===== config.mk =====
export PLATFORM = sky130hd
export DESIGN_NAME = sv39ptw_front
export DESIGN_NICKNAME = d
export VERILOG_FILES = /design/src/design/sv39ptw_pkg.sv /design/src/design/sv39ptw_front.sv
export SDC_FILE = /design/constraint.sdc
export NUM_CORES = 1
export LEC_CHECK = 0
export BUFFER_PORTS_ARGS = -buffer_cell sky130_fd_sc_hd__buf_2
export CAP_MARGIN = 20
export CORE_UTILIZATION = 30
export CTS_BUF_LIST = sky130_fd_sc_hd__clkbuf_4
export CTS_CLUSTER_DIAMETER = 40
export DETAILED_ROUTE_END_ITERATION = 10
export PLACE_DENSITY_LB_ADDON = 0.3
export SLEW_MARGIN = 20
export SYNTH_ARGS = -nofsm -noshare
export SYNTH_HDL_FRONTEND = slang
export SYNTH_SLANG_ARGS = --single-unit

===== constraint.sdc =====
create_clock -name clock -period 6.91 [get_ports clock]
set_clock_uncertainty 0.05 [all_clocks]
set_input_delay 1.0365 -clock clock [delete_from_list [all_inputs] [get_ports clock]]
set_output_delay 1.0365 -clock clock [all_outputs]
set_load 0.02 [all_outputs]

===== src/design/sv39ptw_pkg.sv =====
// ----------------------------------------------------------------------------
// sv39ptw_pkg
// Shared types and constants of the Sv39 page-table walker.
// ----------------------------------------------------------------------------
package sv39ptw_pkg;

   localparam int DEFAULT_TABLE_PAGES   = 64;
   localparam int DEFAULT_VA_LIMIT_BITS = 38;

   localparam int VA_W    = 39;
   localparam int IDX_W   = 15;
   localparam int WORD_W  = 64;
   localparam int PPN_W   = 44;
   localparam int PA_W    = 56;
   localparam int STAT_W  = 3;
   localparam int VPN_W   = 27;
   localparam int SLOT_W  = 9;
   localparam int CSR_AW  = 4;
   localparam int CSR_DW  = 64;

   localparam logic [1:0] OP_WRITE = 2'd0;
   localparam logic [1:0] OP_READ  = 2'd1;
   localparam logic [1:0] OP_XLATE = 2'd2;
   localparam logic [1:0] OP_CLEAR = 2'd3;

   localparam logic [2:0] STATUS_OK           = 3'd0;
   localparam logic [2:0] STATUS_TOO_LARGE    = 3'd1;
   localparam logic [2:0] STATUS_MISSING      = 3'd2;
   localparam logic [2:0] STATUS_LEAF_INVALID = 3'd3;
   localparam logic [2:0] STATUS_NOT_USER     = 3'd4;
   localparam logic [2:0] STATUS_OUTSIDE      = 3'd5;

   localparam int PTE_V_BIT = 0;
   localparam int PTE_U_BIT = 4;

   typedef struct packed {
      logic [1:0]        op;
      logic              too_large;
      logic              idx_outside;
      logic [VPN_W-1:0]  vpn;
      logic [IDX_W-1:0]  idx;
      logic [WORD_W-1:0] data;
   } job_type;

endpackage


===== src/design/sv39ptw_front.sv =====
// ----------------------------------------------------------------------------
// sv39ptw_front
// Accepts request beats, checks address ranges and queues the jobs.
// ----------------------------------------------------------------------------
module sv39ptw_front #(
   parameter int TABLE_PAGES   = sv39ptw_pkg::DEFAULT_TABLE_PAGES,
   parameter int VA_LIMIT_BITS = sv39ptw_pkg::DEFAULT_VA_LIMIT_BITS
) (
   input  logic                 clock,
   input  logic                 reset,
   input  logic                 req_tvalid,
   output logic                 req_tready,
   input  logic [119:0]         req_tdata,  // virt_addr, entry_index, entry_data
   input  logic [1:0]           req_tuser,  // op
   input  logic                 clear_busy,
   output logic                 q_valid,
   output sv39ptw_pkg::job_type q_job,
   input  logic                 q_pop
);
   import sv39ptw_pkg::*;

   localparam int DEPTH = TABLE_PAGES * 512;

   logic [VA_W-1:0]   req_va;
   logic [IDX_W-1:0]  req_idx;
   logic [WORD_W-1:0] req_data;
   logic              push;
   job_type           new_job;

   job_type    queue_ff [2];
   logic       wr_ptr_ff, wr_ptr_in;
   logic       rd_ptr_ff, rd_ptr_in;
   logic [1:0] count_ff, count_in;

   assign req_va   = req_tdata[38:0];
   assign req_idx  = req_tdata[53:39];
   assign req_data = req_tdata[117:54];

   always_comb begin
      new_job.op          = req_tuser;
      new_job.too_large   = (req_va >> VA_LIMIT_BITS) != '0;
      new_job.idx_outside = ({17'd0, req_idx} >= 32'(DEPTH));
      new_job.vpn         = req_va[38:12];
      new_job.idx         = req_idx;
      new_job.data        = req_data;
   end

   assign req_tready = (count_ff != 2'd2) && !clear_busy;
   assign push       = req_tvalid && req_tready;
   assign q_valid    = (count_ff != 2'd0);
   assign q_job      = queue_ff[rd_ptr_ff];

   always_comb begin
      wr_ptr_in = push  ? !wr_ptr_ff : wr_ptr_ff;
      rd_ptr_in = q_pop ? !rd_ptr_ff : rd_ptr_ff;
      count_in  = count_ff + 2'(push) - 2'(q_pop);
   end

   always_ff @(posedge clock) begin
      if (push) begin
         queue_ff[wr_ptr_ff] <= new_job;
      end
   end

   always_ff @(posedge clock) begin
      if (reset) begin
         wr_ptr_ff <= 1'b0;
         rd_ptr_ff <= 1'b0;
         count_ff  <= 2'd0;
      end else begin
         wr_ptr_ff <= wr_ptr_in;
         rd_ptr_ff <= rd_ptr_in;
         count_ff  <= count_in;
      end
   end

endmodule


# Word level (Yosys, flattened, before mapping)
# Memories as Yosys holds them, arrays and structs flattened. A register that Yosys moved wholly into a read port is not among the register bits.
# Cells that the tools add are included.
dict set report totals {
  register_bits 4
  mem_bits_rw 218
  in_bits 127
  out_inout_bits 112
  wordCells 17
  memories 1
}
# memory depth word_bits rd rd_ports_with_merged_regs wr line
set mem_list {}
lappend mem_list {queue_ff 2 109 1 1 1 sv39ptw_front.sv:30} ;# job_type queue_ff [2];
dict set report op_classes {
  n_addsub 2
  eq_ne 1
  n_mux 4
  n_reduce_logical 6
}
# op count
set op_table {}
lappend op_table {{1-bit 2-to-1 mux} 4}
lappend op_table {{1-bit zero test} 3}
lappend op_table {{2-bit by 1-bit adder with 2-bit output} 1}
lappend op_table {{1-bit logical AND} 2}
lappend op_table {{2-bit inequality test, second input constant} 1}
lappend op_table {{2-bit nonzero test} 1}
lappend op_table {{2-bit by 1-bit subtractor with 2-bit output} 1}

# Longest topological paths before layout
# Gate-level depths: netlist of run 1.
dict set report depth {
  depth_word 5
  mapped_depth 7
  mapped_depth_nobuf 7
}

# Least setup slack after synthesis of run 1
# Ideal clock, no wire load.
dict set report synth_timing {
  path_type {input -> register}
  from {input clear_busy}
  to {memory queue_ff[0][0] in the netlist's numbering (enable)}
  setup_ps 589
  arrival_ps 6053
  required_time_ps 6271
  slack_ps 218
  stages 2
  n_path_buf 0
  path_cell_list {nor3b_4 > nor2b_1}
}
dict set report synth_via {
  elab_chain_len 5
}
# item line
set synth_lines {}
lappend synth_lines {{start, declared} sv39ptw_front.sv:15} ;# input logic clear_busy,
lappend synth_lines {{1-bit zero test} sv39ptw_front.sv:48} ;# assign req_tready = (count_ff != 2'd2) && !clear_busy;
lappend synth_lines {{1-bit logical AND} sv39ptw_front.sv:48}
lappend synth_lines {{1-bit logical AND} sv39ptw_front.sv:49} ;# assign push = req_tvalid && req_tready;
lappend synth_lines {{1-bit 2-to-1 mux} sv39ptw_front.sv:60} ;# if (push) begin
lappend synth_lines {{1-bit 2-to-1 mux (not written as such)} sv39ptw_front.sv:61} ;# queue_ff[wr_ptr_ff] <= new_job;
lappend synth_lines {{end, declared} sv39ptw_front.sv:30}
# Every way passes these cells.

==> impl_metrics.yaml, run 1 <==
outcome:
  outcome: "finished, final reports clean"
flow_run:
  maxCapViolations: 0
synth:
  synth_cell_type_count: 19
  syn_inst: 365
  synthTopCellsByArea: "edfxtp_1, mux2_2, mux2_4, dfxtp_1, buf_6"
  synth_top_area_share: 0.7972
  ys_warn_count: 0
  ys_ff_latch: 221
  synth.net_count: 494
  yosysSeqAreaShare: 0.8095
  syn-cell-area_um2: 8137
  synth_area_per_cell_um2: 22.29
  synth_area_leader_cell: "edfxtp_1"
setup_path:
  cp.arrival_ps: 2850
  cp_max_fo: 57
  critPathLaunchType: "flop"
  r2r_cells: 4
  crit_type: "flop to primary output"
  cp.required_ps: 5820
  end_kind: "primary output"
timing:
  period_share: 0.5697
  hold_viol: 0
  period_needed_ps: 3937
  max_freq_mhz: 254.0
  tightest_slew_ps: 841.2
  finalSetupTns_ps: 0
  rsz0062_at_grt: "false"
  setup_viol: 0
  relSlewSlack: 0.4392
  drv_slew: 0
cts:
  clk_path_buf_depth: 3
  post_cts_buffers: 0
  clk_pin_slew_ps: 50
  ctsResizeCount: 0
  cts_inserted_buffers: 59
  postCtsHoldBufs: 0
  clock_latency_ps: 620
  clockRootBuffer: "clkbuf_4"
  clock_sinks: 221
  cts_tree: "done"
  h-tree-depth: 2
die:
  core_um2: 26350
  num_rows: 59
  dieArea_um2: 27780
  ios: 239
  fp.dieW_um: 166.7
  start_util: 0.3087
  die_h_um: 166.7
finish:
  layout_common_cells: "buf_2, edfxtp_1, mux2_2, clkbuf_4, mux2_4"
  area_delta_synth_final_pct: 26.23
  layout_commonest_cell: "buf_2"
  drive_gt1_frac: 0.6403
  nNetsFinal: 768
  fin_cells: 1006
  fin_util: 0.3897
min_path:
  holdPathStages: 2
  hold_class: "flop to flop"
global_routing:
  grt_pass1_vias: 4845
  grt_start_max_net_pins: 58
  grt_pass1_wl_um: 24100
  grtUsageMet3: 0.04658
  track_usage: 0.1107
  gr-usage-met2: 0.1925
  grt-ovfl-total: 0
  antenna_found_initial: 1
  grt-busiest-layer: "met2"
  gr-usage-met1: 0.1159
power_and_ir_drop:
  total_leakage_power_nw: 3.881
  peakVddDrop_mv: 0.1456
  cellPowerDensity_nw_per_um2: 285.0
  total_power_mw: 2.928
drt:
  vias: 4321
  ant_nets: 0
  routed_wl_um: 15510
  drc: 0
  drtPass1Iterations: 4
  drt_iter0_drc: 171
  route.detailed.wl_per_inst_um: 15.42
  vias_per_cell: 4.295
placed_design:
  placed_cells: 913
  hpwl_um: 10120
  gp_congestion: 0.6817
  numPortBuffers: 223
## Yosys cell counts (all sizes together)
cell / n
dfxtp: 5
nor3b: 1
ha: 2
or2: 1
edfxtp: 216
nor2: 5
nor2b: 4
xnor2: 1
xor2: 1
conb: 1
mux2: 109
and2: 2
buf: 14
nor3: 1
inv: 2
## metal layers
metal,share of wire,wire length (um)
met1,0.39,6041
met2,0.50,7731
met3,0.088,1368
met4,0.024,370
met5,0,0
## path summary, 6_finish.rpt
| path | startpoint | slack [ps] | endpoint |
|---|---|---|---|
| max reg2reg | count_ff[1] | 4270 | queue_ff[1][88] |
| min | count_ff[1] | 470 | count_ff[1] |
| max | flop | 2970 | q_job[2] |
| min reg2reg | count_ff[1] | 470 | count_ff[1] |
## kinds of logic (layout without fill, tap and decap cells)
group,Yosys count,count (layout),synth area share
AND/OR/NAND/NOR,14,14,0.01153
buffers and inverters,16,321,0.01322
other,1,2,0.0004609
multiplexers,109,109,0.1601
adder cells (fa/ha/maj),2,2,0.003075
flip-flops,221,221,0.8095
XOR/XNOR,2,2,0.002153
## registers in the layout (all words and copies together), names as in the netlist, named ones only
signal,flops
queue_ff,216
rd_ptr_ff,1
wr_ptr_ff,1
count_ff,2
## worst max-delay path, stage by stage, from the launching register on
cell	delay, ps
dfxtp_4	810
buf_4	790
mux2_2	420
buf_2	170
## cell type report
class | instances | area [um2]
Fill cell | 2464 | 16080
Sequential cell | 221 | 6590
Multi-Input combinational cell | 128 | 1453
Timing Repair Buffer | 227 | 1146
Clock buffer | 80 | 600.6
Tap cell | 335 | 419.2
Clock inverter | 12 | 52.55
Inverter | 2 | 7.507
Antenna cell | 1 | 2.502
## power breakdown
group	switching (mW)	internal, mW	total [mW]	leakage (nW)
registers	0.0278	1.55	1.57	2.02
logic	0.201	0.149	0.349	1.46
clock network	0.479	0.527	1.01	0.404
total	0.707	2.22	2.93	3.88
## through the flow
stage	setup slack (ps)	hold WS (ps)	cell area, um2
after floorplan	218.0	429.9	8137
after global placement	3551	448.6	9615
after detailed placement	3471	449.5	9615
after CTS	2769	448.5	10270
after global routing	2703	448.1	10270
final	2973	469.4	10270
Power figures use the tool's default switching activity.
==> inputs of run 2 (changes only) <==
clock period = 4.1 ns   (was 6.91 ns; I/O delays follow)
==> impl_metrics.yaml, run 2 (synthesis results as in run 1) <==
outcome:
  outcome: "finished, final reports clean"
timing:
  period_needed_ps: 3125
  tightest_slew_ps: 687.7
  setup_viol: 0
  hold-worst-slack_ps: 98.79
  finalSetupTns_ps: 0
  rsz0062_at_grt: "false"
  max_freq_mhz: 320.0
  hold_viol: 0
  drv_slew: 0
  relSlewSlack: 0.5415
  period_share: 0.7622
drt:
  routed_wl_um: 15830
  ant_nets: 0
  drt_iter0_drc: 128
  vias: 4309
  drtPass1Iterations: 4
  vias_per_cell: 4.283
  drc: 0
  route.detailed.wl_per_inst_um: 15.73
setup_path:
  crit_type: "flop to primary output"
  cp_top_family: "flip-flops"
  slowest_delay_ps: 740
  end_kind: "primary output"
  cp_cell_sequence: "buf_4, mux2_2, buf_2"
  cp.required_ps: 3430
  crit_buf_inv: 2
  cp_max_fo: 41
  worst_path_max_delay_cell: "dfxtp_4"
  critPathLaunchType: "flop"
  cp.arrival_ps: 2460
die:
  start_util: 0.3087
  fp.dieW_um: 166.7
  core_um2: 26350
  dieArea_um2: 27780
  ios: 239
  die_h_um: 166.7
  num_rows: 59
power_and_ir_drop:
  total_leakage_power_nw: 3.886
  peakVddDrop_mv: 0.2436
  cellPowerDensity_nw_per_um2: 478.8
cts:
  clock_latency_ps: 630
  clockRootBuffer: "clkbuf_4"
  cts_inserted_buffers: 57
  cts_tree: "done"
  ctsResizeCount: 0
  h-tree-depth: 2
  clock_sinks: 221
  clk_pin_slew_ps: 60
  clk_path_buf_depth: 3
global_routing:
  track_usage: 0.1138
  grtUsageMet3: 0.04634
  grt_pass1_wl_um: 24780
  gr-usage-met2: 0.1984
  grt-ovfl-total: 0
  grt_pass1_vias: 4861
  grt_start_max_net_pins: 76
  gr-usage-met1: 0.1195
  antenna_found_initial: 2
  grt-busiest-layer: "met2"
flow_run:
  maxCapViolations: 0
placed_design:
  placed_cells: 914
  numPortBuffers: 223
  hpwl_um: 10030
  gp_congestion: 0.6873
finish:
  layout_commonest_cell: "buf_2"
  fin_cells: 1006
  drive_gt1_frac: 0.6343
  fin_util: 0.3913
  largest_reg_flops: 216
  area_delta_synth_final_pct: 26.73
  regMostFlops: "queue_ff"
  nNetsFinal: 768
  layout_common_cells: "buf_2, edfxtp_1, mux2_2, clkbuf_4, mux2_4"
  reg_top3: "queue_ff x216, count_ff x2"
min_path:
  hold_class: "input port to flop"
run 2: cell count changes in the layout (fill, tap and decap cells not counted):
cell,delta
dlygate4sd3_1,+1
buf_4,-2
clkinv_2,-6
inv_2,+1
buf_12,+3
clkinv_1,+3
run 2: worst paths after layout:
kind	depth (start not counted)	end	from	slack (ps)
setup reg to reg	4	queue_ff[1][68]	count_ff[1]	1830
hold reg to reg	2	flop	rd_ptr_ff	470
setup / recovery	3	q_job[7]	flop	970
hold / removal	1	queue_ff[0][46]	req_tdata[100]	100
run 2: stage by stage:
step / area, um2 / total power [mW] / setup WS [ps]
6_report: 10310 / 4.937 / 975.0
5_1_grt: 10310 / 5.190 / 765.1
4_1_cts: 10310 / 5.048 / 825.5
3_5_place_dp: 9661 / 3.306 / 1500
3_3_place_gp: 9661 / 3.290 / 1557
2_1_floorplan: 8144 / 3.083 / 184.5
run 2: final cells by class:
class / instances / area [um2]
fillers: 2454 / 16040
flip-flops and latches: 221 / 6590
multi-input cells: 128 / 1453
repair buffers: 229 / 1201
clock buffers: 80 / 600.6
well taps: 335 / 419.2
clock inverters: 10 / 37.54
inverters: 2 / 7.507
diodes: 1 / 2.502
run 2: timing repair:
action | CTS | global route
buffers inserted | 0 | 0
hold buffers | 1 | 0
hold endpoints to repair | 2 | 0
endpoints found under the setup margin | 0 | 0
run 2: per-layer routing:
| layer | wire [um] | share of wire |
|---|---|---|
| met5 | 13 | 0.00082 |
| met4 | 413 | 0.026 |
| met3 | 1364 | 0.086 |
| met2 | 7903 | 0.50 |
| met1 | 6135 | 0.39 |
run 2: report_power, final:
| group | internal, mW | leakage (nW) | switching [mW] |
|---|---|---|---|
| clock | 0.879 | 0.389 | 0.811 |
| sequential | 2.60 | 2.02 | 0.0434 |
| combinational | 0.257 | 1.48 | 0.342 |
| total | 3.74 | 3.89 | 1.20 |
run 2: worst register-to-register path: stages, from the launching register on:
cell,delay [ps]
dfxtp_1,330
nor2b_4,140
nor3b_4,270
and2_4,650
buf_12,430
